$ cat config.mk
export PLATFORM = sky130hd
export DESIGN_NAME = path_zone_run_analyzer_core
export DESIGN_NICKNAME = d
export VERILOG_FILES = /design/src/rtl/core/pzra_pkg.sv /design/src/rtl/core/pzra_ctrl.sv /design/src/rtl/core/pzra_dpath.sv /design/src/rtl/core/path_zone_run_analyzer_core.sv
export SDC_FILE = /design/constraint.sdc
export NUM_CORES = 1
export LEC_CHECK = 0
export BUFFER_PORTS_ARGS = -buffer_cell sky130_fd_sc_hd__buf_2
export CAP_MARGIN = 20
export CORE_MARGIN = 2
export CORE_UTILIZATION = 46
export DETAILED_ROUTE_END_ITERATION = 12
export SKIP_CTS_REPAIR_TIMING = 1
export SLEW_MARGIN = 20
export SYNTH_ARGS = -nofsm -noshare
export SYNTH_HDL_FRONTEND = slang
export SYNTH_SLANG_ARGS = --single-unit
$ cat constraint.sdc
create_clock -name clk -period 17.4 [get_ports clk]
set_clock_uncertainty 0.2 [all_clocks]
set_input_delay 4.35 -clock clk [delete_from_list [all_inputs] [get_ports clk]]
set_output_delay 4.35 -clock clk [all_outputs]
set_load 0.01 [all_outputs]
$ cat src/rtl/core/pzra_pkg.sv
// ----------------------------------------------------------------------------
// Path zone run analyzer package
// Shared widths, zone codes, request types and controller types.
// ----------------------------------------------------------------------------
package pzra_pkg;

	localparam int DIST_W = 20;
	localparam int FRAC_W = 16;
	localparam int SUM_W  = DIST_W + 1;
	localparam int NUM_W  = SUM_W + FRAC_W + 1;
	localparam int CNT_W  = $clog2(FRAC_W + 1);

	localparam logic [1:0] ZONE_INLAND = 2'd1;
	localparam logic [1:0] ZONE_SEA    = 2'd2;

	localparam logic [FRAC_W:0] FRAC_ONE = {1'b1, {FRAC_W{1'b0}}};

	typedef struct packed {
		logic [DIST_W-1:0] distance_m;
		logic [1:0]        zone_code;
		logic              first_point;
		logic              last_point;
	} point_t;

	typedef struct packed {
		logic [FRAC_W:0]  sea_fraction_q16;
		logic [SUM_W-1:0] longest_land_half_m;
		logic [SUM_W-1:0] longest_inland_half_m;
		logic             zero_length;
	} result_t;

	typedef enum logic [1:0] {
		ST_IDLE,
		ST_LOAD,
		ST_DIV,
		ST_DONE
	} state_t;

	typedef struct packed {
		logic accept;
		logic load;
		logic step;
		logic write;
	} ctrl_cmd_t;

	typedef struct packed {
		logic div_last;
		logic out_free;
	} ctrl_sts_t;

endpackage

$ cat src/rtl/core/pzra_ctrl.sv
// ----------------------------------------------------------------------------
// Path zone run analyzer controller
// Sequences point requests, the divider load, the divide steps and the write
// of the result register.
// ----------------------------------------------------------------------------
module pzra_ctrl import pzra_pkg::*; (
	input  logic      clk,
	input  logic      arst_n,
	input  logic      point_valid,
	input  logic      point_last,
	output logic      point_stall,
	input  ctrl_sts_t sts,
	output ctrl_cmd_t cmd
);

	state_t state_q;
	state_t state_n;

	always_ff @(posedge clk or negedge arst_n) begin
		if (!arst_n) begin
			state_q <= ST_IDLE;
		end else begin
			state_q <= state_n;
		end
	end

	always_comb begin
		state_n = state_q;
		case (state_q)
			ST_IDLE: begin
				if (point_valid && point_last) begin
					state_n = ST_LOAD;
				end
			end
			ST_LOAD: begin
				state_n = ST_DIV;
			end
			ST_DIV: begin
				if (sts.div_last) begin
					state_n = ST_DONE;
				end
			end
			ST_DONE: begin
				if (sts.out_free) begin
					state_n = ST_IDLE;
				end
			end
			default: begin
				state_n = ST_IDLE;
			end
		endcase
	end

	always_comb begin
		point_stall = 1'b1;
		cmd         = '0;
		case (state_q)
			ST_IDLE: begin
				point_stall = 1'b0;
				cmd.accept  = point_valid;
			end
			ST_LOAD: begin
				cmd.load = 1'b1;
			end
			ST_DIV: begin
				cmd.step = 1'b1;
			end
			ST_DONE: begin
				cmd.write = sts.out_free;
			end
			default: begin
				point_stall = 1'b1;
			end
		endcase
	end

	a_load_then_step: assert property (@(posedge clk) disable iff (!arst_n)
		cmd.load |=> cmd.step)
		else $error("Divider load was not followed by a divide step.");

	a_last_starts_load: assert property (@(posedge clk) disable iff (!arst_n)
		(cmd.accept && point_last) |=> cmd.load && point_stall)
		else $error("Final point did not start the divider.");

	a_cmd_exclusive: assert property (@(posedge clk) disable iff (!arst_n)
		$onehot0({cmd.accept, cmd.load, cmd.step, cmd.write}))
		else $error("More than one datapath command in one cycle.");

endmodule

$ cat src/rtl/core/pzra_dpath.sv
// ----------------------------------------------------------------------------
// Path zone run analyzer datapath
// Saturating run accumulators, a restoring divider for the sea fraction and
// the result register.
// ----------------------------------------------------------------------------
module pzra_dpath import pzra_pkg::*; (
	input  logic      clk,
	input  logic      arst_n,
	input  point_t    point,
	input  ctrl_cmd_t cmd,
	output ctrl_sts_t sts,
	output logic      result_valid,
	input  logic      result_stall,
	output result_t   result
);

	function automatic logic [SUM_W-1:0] sat_add(input logic [SUM_W-1:0] a,
		input logic [SUM_W-1:0] b);
		logic [SUM_W:0] s;
		s = {1'b0, a} + {1'b0, b};
		return s[SUM_W] ? {SUM_W{1'b1}} : s[SUM_W-1:0];
	endfunction

	function automatic logic [SUM_W-1:0] max_u(input logic [SUM_W-1:0] a,
		input logic [SUM_W-1:0] b);
		return (a > b) ? a : b;
	endfunction

	logic [DIST_W-1:0] prev_d_q;
	logic [1:0]        prev_z_q;
	logic [SUM_W-1:0]  sea_q, cl_q, ll_q, ci_q, li_q;
	logic [SUM_W-1:0]  sea_n, cl_n, ll_n, ci_n, li_n;

	logic [DIST_W-1:0] delta;
	logic [SUM_W-1:0]  half, full, cl_half, ci_half;
	logic              cs, ps, ci, pi;

	assign delta   = (point.distance_m > prev_d_q) ? (point.distance_m - prev_d_q) : '0;
	assign half    = {1'b0, delta};
	assign full    = {delta, 1'b0};
	assign cs      = (point.zone_code == ZONE_SEA);
	assign ps      = (prev_z_q == ZONE_SEA);
	assign ci      = (point.zone_code == ZONE_INLAND);
	assign pi      = (prev_z_q == ZONE_INLAND);
	assign cl_half = sat_add(cl_q, half);
	assign ci_half = sat_add(ci_q, half);

	always_comb begin
		sea_n = sea_q;
		cl_n  = cl_q;
		ll_n  = ll_q;
		ci_n  = ci_q;
		li_n  = li_q;
		if (point.first_point) begin
			sea_n = '0;
			cl_n  = '0;
			ll_n  = '0;
			ci_n  = '0;
			li_n  = '0;
		end else begin
			if (cs && ps) begin
				sea_n = sat_add(sea_q, full);
			end else if (cs || ps) begin
				sea_n = sat_add(sea_q, half);
				if (cs) begin
					ll_n = max_u(ll_q, cl_half);
					cl_n = '0;
				end else begin
					cl_n = cl_half;
				end
			end else begin
				cl_n = sat_add(cl_q, full);
			end
			if (ci && pi) begin
				ci_n = sat_add(ci_q, full);
			end else if (ci || pi) begin
				if (!ci) begin
					li_n = max_u(li_q, ci_half);
					ci_n = '0;
				end else begin
					ci_n = ci_half;
				end
			end
		end
	end

	always_ff @(posedge clk or negedge arst_n) begin
		if (!arst_n) begin
			prev_d_q <= '0;
			prev_z_q <= '0;
			sea_q    <= '0;
			cl_q     <= '0;
			ll_q     <= '0;
			ci_q     <= '0;
			li_q     <= '0;
		end else if (cmd.accept) begin
			prev_d_q <= point.distance_m;
			prev_z_q <= point.zone_code;
			sea_q    <= sea_n;
			cl_q     <= cl_n;
			ll_q     <= ll_n;
			ci_q     <= ci_n;
			li_q     <= li_n;
		end
	end

	logic [SUM_W-1:0] div_q, rem_q, land_q, inland_q;
	logic [FRAC_W:0]  nlo_q, quo_q;
	logic [CNT_W-1:0] cnt_q;
	logic             zero_q, sat_q;
	logic [NUM_W-1:0] num;
	logic [SUM_W:0]   trial;
	logic             ge;
	logic [SUM_W:0]   diff;

	assign num   = {1'b0, sea_q, {FRAC_W{1'b0}}} + NUM_W'(prev_d_q);
	assign trial = {rem_q, nlo_q[FRAC_W]};
	assign ge    = (trial >= {1'b0, div_q});
	assign diff  = trial - {1'b0, div_q};

	always_ff @(posedge clk) begin
		if (cmd.load) begin
			div_q    <= {prev_d_q, 1'b0};
			rem_q    <= num[NUM_W-1:FRAC_W+1];
			nlo_q    <= num[FRAC_W:0];
			quo_q    <= '0;
			land_q   <= max_u(ll_q, cl_q);
			inland_q <= max_u(li_q, ci_q);
			zero_q   <= (prev_d_q == '0);
			sat_q    <= (sea_q >= {prev_d_q, 1'b0});
		end else if (cmd.step) begin
			rem_q <= ge ? diff[SUM_W-1:0] : trial[SUM_W-1:0];
			nlo_q <= {nlo_q[FRAC_W-1:0], 1'b0};
			quo_q <= {quo_q[FRAC_W-1:0], ge};
		end
	end

	always_ff @(posedge clk or negedge arst_n) begin
		if (!arst_n) begin
			cnt_q <= '0;
		end else if (cmd.load) begin
			cnt_q <= '0;
		end else if (cmd.step) begin
			cnt_q <= cnt_q + CNT_W'(1);
		end
	end

	logic    result_valid_q;
	result_t result_q;

	assign sts.div_last = (cnt_q == CNT_W'(FRAC_W));
	assign sts.out_free = !result_valid_q || !result_stall;

	always_ff @(posedge clk or negedge arst_n) begin
		if (!arst_n) begin
			result_valid_q <= 1'b0;
		end else if (cmd.write) begin
			result_valid_q <= 1'b1;
		end else if (!result_stall) begin
			result_valid_q <= 1'b0;
		end
	end

	always_ff @(posedge clk) begin
		if (cmd.write) begin
			result_q.sea_fraction_q16      <= zero_q ? '0 : (sat_q ? FRAC_ONE : quo_q);
			result_q.longest_land_half_m   <= land_q;
			result_q.longest_inland_half_m <= inland_q;
			result_q.zero_length           <= zero_q;
		end
	end

	assign result_valid = result_valid_q;
	assign result       = result_q;

	a_write_when_free: assert property (@(posedge clk) disable iff (!arst_n)
		cmd.write |-> sts.out_free)
		else $error("Result register overwritten while a result was waiting.");

	a_fraction_range: assert property (@(posedge clk) disable iff (!arst_n)
		result_valid |-> (result.sea_fraction_q16 <= FRAC_ONE))
		else $error("Sea fraction above one.");

	a_zero_fraction: assert property (@(posedge clk) disable iff (!arst_n)
		(result_valid && result.zero_length) |-> (result.sea_fraction_q16 == '0))
		else $error("Zero-length path gave a nonzero sea fraction.");

endmodule

$ cat src/rtl/core/path_zone_run_analyzer_core.sv
// ----------------------------------------------------------------------------
// Path zone run analyzer core
// Accumulates sea distance and the longest non-sea and inland runs of a radio
// path profile and reports the sea fraction on the final point.
// ----------------------------------------------------------------------------
// A point that is not the final one is taken while the controller is idle,
// so such points can arrive back to back. After a final point is taken, the
// divider is loaded, 17 restoring divide steps form the Q16 sea fraction,
// and the result register is written; only then is the next point accepted.
// The write waits while an earlier result is still stalled in the output
// register. The result waits in that register, and a new path can start while
// it is still stalled there.
module path_zone_run_analyzer_core import pzra_pkg::*; (
	input  logic    clk,
	input  logic    arst_n,
	input  logic    point_valid,
	output logic    point_stall,
	input  point_t  point,
	output logic    result_valid,
	input  logic    result_stall,
	output result_t result
);

	ctrl_cmd_t cmd;
	ctrl_sts_t sts;

	pzra_ctrl u_ctrl (
		.clk         (clk),
		.arst_n      (arst_n),
		.point_valid (point_valid),
		.point_last  (point.last_point),
		.point_stall (point_stall),
		.sts         (sts),
		.cmd         (cmd)
	);

	pzra_dpath u_dpath (
		.clk          (clk),
		.arst_n       (arst_n),
		.point        (point),
		.cmd          (cmd),
		.sts          (sts),
		.result_valid (result_valid),
		.result_stall (result_stall),
		.result       (result)
	);

endmodule
==> run_results.csv, run 1 <==
group,metric,value,unit
yosys,synthesis.instances,2393,
worst_setup_path,cell_with_the_largest_stage_delay_on_the_worst_path,"a221o_1",
hold_path,min_from,"u_dpath.land_q[7]",
yosys,post-synth-top-area-cell,"edfxtp_1",
die,initial_core_util,0.468,
place,place.gp.congestion,0.947,
yosys,synth_sequential_area_ratio,0.373,
worst_setup_path,setup.worst_path.start,"point[4]",
yosys,postSynth.asyncResetShare,0.430,
timing,finalHoldWorstSlack,217,ps
timing,post-route-worst-setup-slack,5430,ps
worst_setup_path,timing.critical_path.from_type,"primary input",
status,run_status,"complete, no violations",
hold_path,min-delay-path-class,"reg2reg",
global_routing,grt_max_degree,77,
clocking,cts_max_path_buffers,3,
worst_setup_path,worstReg2RegStart,"u_dpath.prev_d_q[0]",
worst_setup_path,cp.buffers_inverters,3,
detailed_routing,postRouteAntennaNets,0,
detailed_routing,vias_post_dr,18625,
timing,rsz_0062_raised_after_global_routing,"no",
detailed_routing,route.detailed.vias_per_inst,5.88,
clocking,cts.clk_slew.worst_paths,60,ps
global_routing,number_of_antenna_violations_at_the_first_check_in_global_routing,2,
detailed_routing,postRouteWirelength,63.8,mm
yosys,synth-edff-count,162,
clocking,cts_num_sinks,314,
timing,fin_crit,11970,ps
yosys,netlist-cell-type-count,82,
detailed_routing,routed_wire_length_per_instance,20.1,um
yosys,post_synth_main_area_contributors,"edfxtp_1, ha_1, dfrtp_1",
die,fp.dieH,228,um
final_layout,nets,2790,
yosys,postSynth.topFlopCell,"edfxtp_1",
yosys,synth.top_cell.area_share,0.211,
yosys,synth_seq_cells,314,
timing,slew_of_the_pin_with_the_lowest_slew_margin,1050,ps
final_layout,layout.cells.most_common_list,"ha_1, nand2_1, nor2_1, edfxtp_1, a21oi_1",
die,io_pins,90,
yosys,synthesis.yosys.warnings,0,
final_layout,mostFrequentLayoutCell,"ha_1",
worst_setup_path,cp.arrival,12240,ps
clocking,tritoncts_buffer_count,37,
worst_setup_path,worst_path_largest_cell_delay,630,ps
global_routing,grt_first_pass_wirelength,101,mm
place,buffer_ports.inserted,89,
global_routing,grtUsageTotal,0.250,
detailed_routing,drt_first_iter_violations,1123,
detailed_routing,first_pass_iters,5,
timing,timing.final.crit_share,0.688,
yosys,synthesis.area,23000,um^2
timing,finalHoldViolations,0,
final_layout,drive_above_1_share,0.112,
timing,setup_total_negative_slack,0,ps
worst_setup_path,crit_top_cell,"a21o_1",
clocking,insertion_delay,560,ps
yosys,syn_avg_cell_area,9.61,um^2
place,post-place-ws,4930,ps
yosys,synth_fp_nets,2705,
timing,highest_attainable_clock_frequency,0.0835,GHz
worst_setup_path,critical_path_peak_fanout,29,
clocking,ctsHtreeMaxLevel,2,
final_layout,syn_to_final_growth,11.2,%
clocking,cts_tree,"built",
die,core-area,49200,um^2
worst_setup_path,criticalPathCategory,"in2reg",
detailed_routing,drc,0,
place,detailed_place_hpwl,48.2,mm
timing,slew_violations,0,
die,chipWidth,228,um
die,area_enclosed_by_the_die_boundary,51800,um^2
worst_setup_path,timing.critical_path.to_type,"register",
worst_setup_path,cp_top_family,"compound AO/OA/AOI/OAI gates",
worst_setup_path,required_time_at_the_worst_slack_endpoint,17670,ps
global_routing,vias_in_the_first_global_route,18482,
clocking,cts_root_buffer,"clkbuf_16",
flow_run,drv_cap,0,
global_routing,globalRouteOverflowTotal,0,
die,rows,81,
timing,timing.final.setup_violations,0,
timing,max-slew-margin-rel,0.297,
[registers in the layout, indices dropped and copies added (netlist names)]
signal,cells
u_dpath.cl_q,21
u_dpath.result_valid,1
u_dpath.result,60
u_dpath.ll_q,21
u_dpath.sea_q,21
u_dpath.sat_q,1
u_dpath.prev_d_q,20
u_dpath.prev_z_q,2
u_dpath.land_q,21
u_dpath.zero_q,1
u_dpath.nlo_q,17
u_dpath.cnt_q,5
u_dpath.inland_q,21
u_dpath.rem_q,21
u_dpath.div_q,20
u_dpath.quo_q,17
u_dpath.li_q,21
u_ctrl.state_q,2
u_dpath.ci_q,21
[stage by stage]
step | utilization | instance area, um^2 | cells
2_1_floorplan | - | 23000 | 2393
3_3_place_gp | 0.494 | 24300 | 3102
3_5_place_dp | 0.494 | 24300 | 3102
4_1_cts | 0.520 | 25500 | 3168
5_1_grt | 0.520 | 25600 | 3170
6_report | 0.520 | 25600 | 3170
[logic make-up after synthesis]
family | share of synthesized area
buf+inv | 0.0345
flops | 0.373
compound gates | 0.204
xor+xnor | 0.0537
simple gates | 0.136
mux | 0.0419
fa+ha+maj | 0.157
[cell usage after synthesis, types with 28 or more instances]
| cell | n |
|---|---|
| ha_1 | 275 |
| nand2_1 | 207 |
| nor2_1 | 181 |
| edfxtp_1 | 162 |
| a21oi_1 | 147 |
| o21ai_0 | 143 |
| dfrtp_1 | 135 |
| inv_1 | 127 |
| a21o_1 | 107 |
| xnor2_1 | 93 |
| clkbuf_1 | 65 |
| mux2_2 | 59 |
| xor2_1 | 48 |
| nor2b_1 | 44 |
| o31ai_1 | 44 |
| nand3_1 | 35 |
| nand4_1 | 35 |
| o21a_1 | 31 |
| mux2i_1 | 30 |
| nor3_1 | 29 |
| a211oi_1 | 28 |
[per-layer routing]
layer | wire, um | GRT usage | up-vias
li1 | - | - | 9057
met1 | 29600 | 0.346 | 8998
met2 | 29200 | 0.406 | 470
met3 | 3290 | 0.0381 | 98
met4 | 1670 | 0.0727 | 2
met5 | 7 | 0 | -
[final cells by class]
class                   count  area [um^2]
clock inverters            11          164
well taps                 664          831
multi-input cells        1877        13700
clock buffers              55         1080
fillers                  4483        23600
inverters                 127          477
diodes                      1         2.50
repair buffers            121          712
flip-flops and latches    314         8580
[final timing paths]
check,endpoint,slack [ps],cells past startpoint
setup reg to reg,u_dpath.li_q[7],8860,31
max in group asynchronous,u_dpath.li_q[15],12300,3
min in group asynchronous,u_dpath.prev_d_q[10],3580,1
hold / removal,u_dpath.result[29],220,0
hold reg to reg,u_dpath.result[29],220,0
setup / recovery,u_dpath.li_q[7],5430,33
[worst reg2reg max path, delay by kind of cell (launching register included)]
kind                     cells  cell delay [ps]
AO/OA/AOI/OAI               21             4950
adder cells (fa/ha/maj)      4             1050
buffers and inverters        1              330
flip-flops                   1              500
AND/OR/NAND/NOR              5             1420
Power of run 1 is left out: the tool's default activity adds up to more than one toggle a clock period on the data nets, which glitch-free logic cannot reach.
==> inputs of run 2 (changes only) <==
- clock period: 17.4 -> 11.6 ns (I/O delays scaled with it)
==> run 2 against run 1 <==
Against the previous run:
- final cell count is 0.25% higher
- largest cell class unchanged
- critical endpoint is now u_dpath.li_q[15]
- via count up 0.32%
- non-clock buffer count grew 7
==> run_results.csv, run 2 (synthesized netlist as in run 1, its figures left out) <==
group,metric,value,unit
detailed_routing,route.detailed.vias_per_inst,5.88,
timing,rsz_0062_raised_after_global_routing,"no",
final_layout,n_antenna_cell,0,
worst_setup_path,worstReg2RegStart,"u_dpath.prev_d_q[2]",
hold_path,min-delay-path-class,"reg2reg",
worst_setup_path,timing.critical_path.to_type,"register",
detailed_routing,first_pass_iters,5,
timing,fin_crit,10620,ps
final_layout,mostFrequentLayoutCell,"ha_1",
final_layout,drive_above_1_share,0.112,
worst_setup_path,worst_path_largest_cell_delay,770,ps
worst_setup_path,cp.buffers_inverters,3,
worst_setup_path,cell_with_the_largest_stage_delay_on_the_worst_path,"o21ai_2",
global_routing,globalRoute.busiestLayer,"met2",
timing,highest_attainable_clock_frequency,0.0942,GHz
final_layout,nets,2797,
global_routing,grtUsageTotal,0.251,
clocking,insertion_delay,570,ps
clocking,cts_num_sinks,314,
final_layout,largest-register,"u_dpath.result",
global_routing,gr-usage-met1,0.344,
clocking,cts_max_path_buffers,3,
final_layout,fill_cells,4485,
detailed_routing,postRouteWirelength,64.5,mm
global_routing,grt_first_pass_wirelength,101,mm
global_routing,met3_usage,0.0320,
timing,timing.final.setup_violations,0,
detailed_routing,postRouteAntennaNets,0,
final_layout,layout.cells.most_common_list,"ha_1, nand2_1, nor2_1, edfxtp_1, a21oi_1",
global_routing,vias_in_the_first_global_route,18396,
worst_setup_path,timing.critical_path.depth,33,
global_routing,globalRouteOverflowTotal,0,
worst_setup_path,r2r.worst_path.cells,31,
place,place.gp.congestion,0.930,
die,rows,81,
worst_setup_path,criticalPathCategory,"in2reg",
worst_setup_path,timing.reg2reg.setup_slack,2940,ps
worst_setup_path,worst_setup_path_endpoint,"u_dpath.li_q[15]",
clocking,tritoncts_buffer_count,37,
worst_setup_path,cp.arrival,10890,ps
timing,slew_of_the_pin_with_the_lowest_slew_margin,1150,ps
place,buffer_ports.inserted,89,
final_layout,syn_to_final_growth,10.9,%
timing,timing.final.crit_share,0.915,
detailed_routing,vias_post_dr,18684,
die,fp.dieH,228,um
global_routing,grt_util_met2,0.413,
clocking,ctsHtreeMaxLevel,2,
clocking,cts_tree,"built",
worst_setup_path,cp_top_family,"compound AO/OA/AOI/OAI gates",
die,core-area,49200,um^2
die,initial_core_util,0.468,
die,chipWidth,228,um
status,run_status,"complete, no violations",
timing,slew_violations,0,
flow_run,drv_cap,0,
place,detailed_place_hpwl,49.3,mm
detailed_routing,drt_first_iter_violations,1255,
clocking,cts_root_buffer,"clkbuf_16",
detailed_routing,routed_wire_length_per_instance,20.3,um
global_routing,number_of_antenna_violations_at_the_first_check_in_global_routing,0,
worst_setup_path,timing.critical_path.from_type,"primary input",
timing,finalHoldViolations,0,
worst_setup_path,crit_reg_reg_endpoint,"u_dpath.li_q[15]",
detailed_routing,drc,0,
clocking,cts.clk_slew.worst_paths,60,ps
final_layout,largest_reg_flops,60,
worst_setup_path,setup.worst_path.start,"point[4]",
timing,setup_total_negative_slack,0,ps
global_routing,grt_max_degree,77,
worst_setup_path,critical_path_peak_fanout,27,
timing,max-slew-margin-rel,0.234,
die,io_pins,90,
die,area_enclosed_by_the_die_boundary,51800,um^2
worst_setup_path,required_time_at_the_worst_slack_endpoint,11870,ps
run 2: cell types whose count changed in the layout (fill, tap and decap cells not counted), moves of 3 or more:
| cell | before | now |
|---|---|---|
| clkbuf_8 | 7 | 4 |
| buf_4 | 31 | 38 |
| clkinv_1 | 0 | 3 |
| clkbuf_1 | 10 | 13 |
run 2: cell type report:
class,instances,area [um^2],share of cell area
well taps,664,831,0.0326
multi-input cells,1877,13700,0.538
clock buffers,54,1030,0.0404
inverters,127,477,0.0187
clock inverters,14,119,0.00466
flip-flops and latches,314,8580,0.336
repair buffers,128,742,0.0291
run 2: worst min path at each step:
stage | cells after the start | endpoint | slack [ps] | from
after floorplan | 0 | u_dpath.result[10] | 200 | u_dpath.inland_q[9]
after global placement | 0 | u_dpath.result[30] | 200 | u_dpath.land_q[8]
after detailed placement | 0 | u_dpath.result[26] | 200 | u_dpath.land_q[4]
after CTS | 0 | u_dpath.result[6] | 210 | u_dpath.inland_q[5]
after global routing | 0 | u_dpath.result[30] | 220 | u_dpath.land_q[8]
final | 0 | u_dpath.result[26] | 220 | u_dpath.land_q[4]
run 2: worst reg2reg max path: cells and delay by family (launching register included):
family	cells	cell delay [ps]
flip-flops	1	410
buffers and inverters	2	460
AND/OR/NAND/NOR	9	1780
adder cells (fa/ha/maj)	3	1120
AO/OA/AOI/OAI	17	4590
run 2: per-stage QoR:
stage | setup slack, ps | util | hold slack (ps) | cells | cell area (um^2)
2_1_floorplan | 1410 | - | 200 | 2393 | 23000
3_3_place_gp | 654 | 0.495 | 202 | 3109 | 24300
3_5_place_dp | 438 | 0.495 | 205 | 3110 | 24300
4_1_cts | 1070 | 0.519 | 211 | 3178 | 25500
5_1_grt | 237 | 0.519 | 220 | 3178 | 25500
6_report | 981 | 0.519 | 217 | 3178 | 25500
run 2: metal layers:
layer  share of wire  routed length, um
met2            0.46              29400
met1            0.46              29900
met4           0.030               1930
met5               0                  0
met3           0.049               3190
Power of run 2 is left out for the same reason.
==> inputs of run 3 (changes only) <==
- REMOVE_ABC_BUFFERS: default -> 1
==> run 3 against run 2 <==
Against the previous run:
- utilization up 0.16 points
- critical path depth unchanged
- sequential share of layout area down 0.10 points
- worst hold slack worse by 5.8 ps
- count of clock-buffer cells in the layout unchanged
- final cell count about the same
- register-to-register slack about the same
- first-iteration DRC count down 10%
- sequential cell count unchanged
- largest cell class unchanged
==> run_results.csv, run 3 (synthesized netlist as in run 1, its figures left out) <==
group,metric,value,unit
status,run_status,"complete, no violations",
timing,rsz_0062_raised_after_global_routing,"no",
clocking,cts_max_path_buffers,3,
hold_path,min-delay-path-class,"reg2reg",
timing,timing.final.crit_share,0.920,
worst_setup_path,timing.critical_path.from_type,"primary input",
die,rows,81,
worst_setup_path,timing.reg2reg.setup_slack,2930,ps
worst_setup_path,criticalPathCategory,"in2reg",
timing,setup_total_negative_slack,0,ps
worst_setup_path,cp.arrival,10920,ps
clocking,cts_num_sinks,314,
global_routing,globalRouteOverflowTotal,0,
worst_setup_path,worst_path_largest_cell_delay,660,ps
timing,slew_of_the_pin_with_the_lowest_slew_margin,1030,ps
final_layout,n_antenna_cell,0,
flow_run,drv_cap,0,
detailed_routing,routed_wire_length_per_instance,19.9,um
worst_setup_path,cell_with_the_largest_stage_delay_on_the_worst_path,"a221o_1",
timing,post-route-worst-setup-slack,923,ps
final_layout,syn_to_final_growth,11.2,%
place,post-place-ws,355,ps
final_layout,largest-register,"u_dpath.result",
worst_setup_path,timing.critical_path.to_type,"register",
detailed_routing,drt_first_iter_violations,1128,
detailed_routing,postRouteAntennaNets,0,
place,place.gp.congestion,0.898,
worst_setup_path,critical_path_peak_fanout,24,
global_routing,grt_max_degree,70,
final_layout,stdcell_count,3175,
detailed_routing,route.detailed.vias_per_inst,5.83,
worst_setup_path,worstReg2RegStart,"u_dpath.prev_d_q[0]",
worst_setup_path,cp.buffers_inverters,3,
timing,finalHoldViolations,0,
die,chipWidth,228,um
global_routing,vias_in_the_first_global_route,18422,
timing,highest_attainable_clock_frequency,0.0937,GHz
die,initial_core_util,0.468,
final_layout,largest_reg_flops,60,
final_layout,nets,2794,
timing,timing.final.setup_violations,0,
worst_setup_path,timing.critical_path.depth,33,
final_layout,layout.cells.most_common_list,"ha_1, nand2_1, nor2_1, edfxtp_1, a21oi_1",
final_layout,drive_above_1_share,0.112,
die,core-area,49200,um^2
worst_setup_path,crit_top_cell,"a21o_1",
timing,slew_violations,0,
clocking,cts_tree,"built",
worst_setup_path,setup.worst_path.start,"point[4]",
detailed_routing,postRouteWirelength,63.3,mm
clocking,cts.clk_slew.worst_paths,60,ps
clocking,insertion_delay,560,ps
place,buffer_ports.inserted,89,
worst_setup_path,worst_setup_path_endpoint,"u_dpath.li_q[9]",
die,io_pins,90,
place,placed_cells_incl_taps,3103,
clocking,tritoncts_buffer_count,38,
detailed_routing,first_pass_iters,5,
timing,fin_crit,10680,ps
final_layout,mostFrequentLayoutCell,"ha_1",
worst_setup_path,required_time_at_the_worst_slack_endpoint,11840,ps
clocking,cts_root_buffer,"clkbuf_16",
global_routing,grt_first_pass_wirelength,99.9,mm
timing,max-slew-margin-rel,0.312,
place,detailed_place_hpwl,48.0,mm
worst_setup_path,r2r.worst_path.cells,31,
clocking,ctsHtreeMaxLevel,2,
worst_setup_path,crit_reg_reg_endpoint,"u_dpath.li_q[9]",
worst_setup_path,cp_top_family,"compound AO/OA/AOI/OAI gates",
detailed_routing,drc,0,
detailed_routing,vias_post_dr,18525,
die,area_enclosed_by_the_die_boundary,51800,um^2
global_routing,number_of_antenna_violations_at_the_first_check_in_global_routing,0,
global_routing,grtUsageTotal,0.247,
die,fp.dieH,228,um
==> run 3: worst min-delay path by stage <==
stage | start | to | slack (ps) | cells after the start
after floorplan | u_dpath.inland_q[9] | u_dpath.result[10] | 200 | 0
after global placement | u_dpath.land_q[10] | u_dpath.result[32] | 200 | 0
after detailed placement | u_dpath.inland_q[17] | u_dpath.result[18] | 200 | 0
after CTS | u_dpath.inland_q[20] | u_dpath.result[21] | 210 | 0
after global routing | u_dpath.inland_q[0] | u_dpath.result[1] | 220 | 0
final | u_dpath.inland_q[0] | u_dpath.result[1] | 210 | 0
==> run 3: cell type report <==
cell class,count,area (um^2)
multi-input cells,1877,13700
clock inverters,15,128
fillers,4489,23600
repair buffers,124,736
well taps,664,831
inverters,127,477
flip-flops and latches,314,8580
clock buffers,54,1080
==> run 3: stage by stage <==
step	instance area, um^2	utilization	hold slack [ps]
floorplan	22700	-	200
global placement	24300	0.495	203
detailed placement	24300	0.495	205
CTS	25500	0.519	214
global route	25600	0.521	218
finish	25600	0.521	211
==> run 3: routing by layer <==
| metal | global-route usage | share of wire | vias up |
|---|---|---|---|
| met3 | 0.0433 | 0.050 | 111 |
| li1 | - | - | 9056 |
| met2 | 0.404 | 0.46 | 405 |
| met5 | 0 | 0 | - |
| met4 | 0.0879 | 0.034 | 0 |
| met1 | 0.331 | 0.46 | 8953 |
Power of run 3 is left out for the same reason.
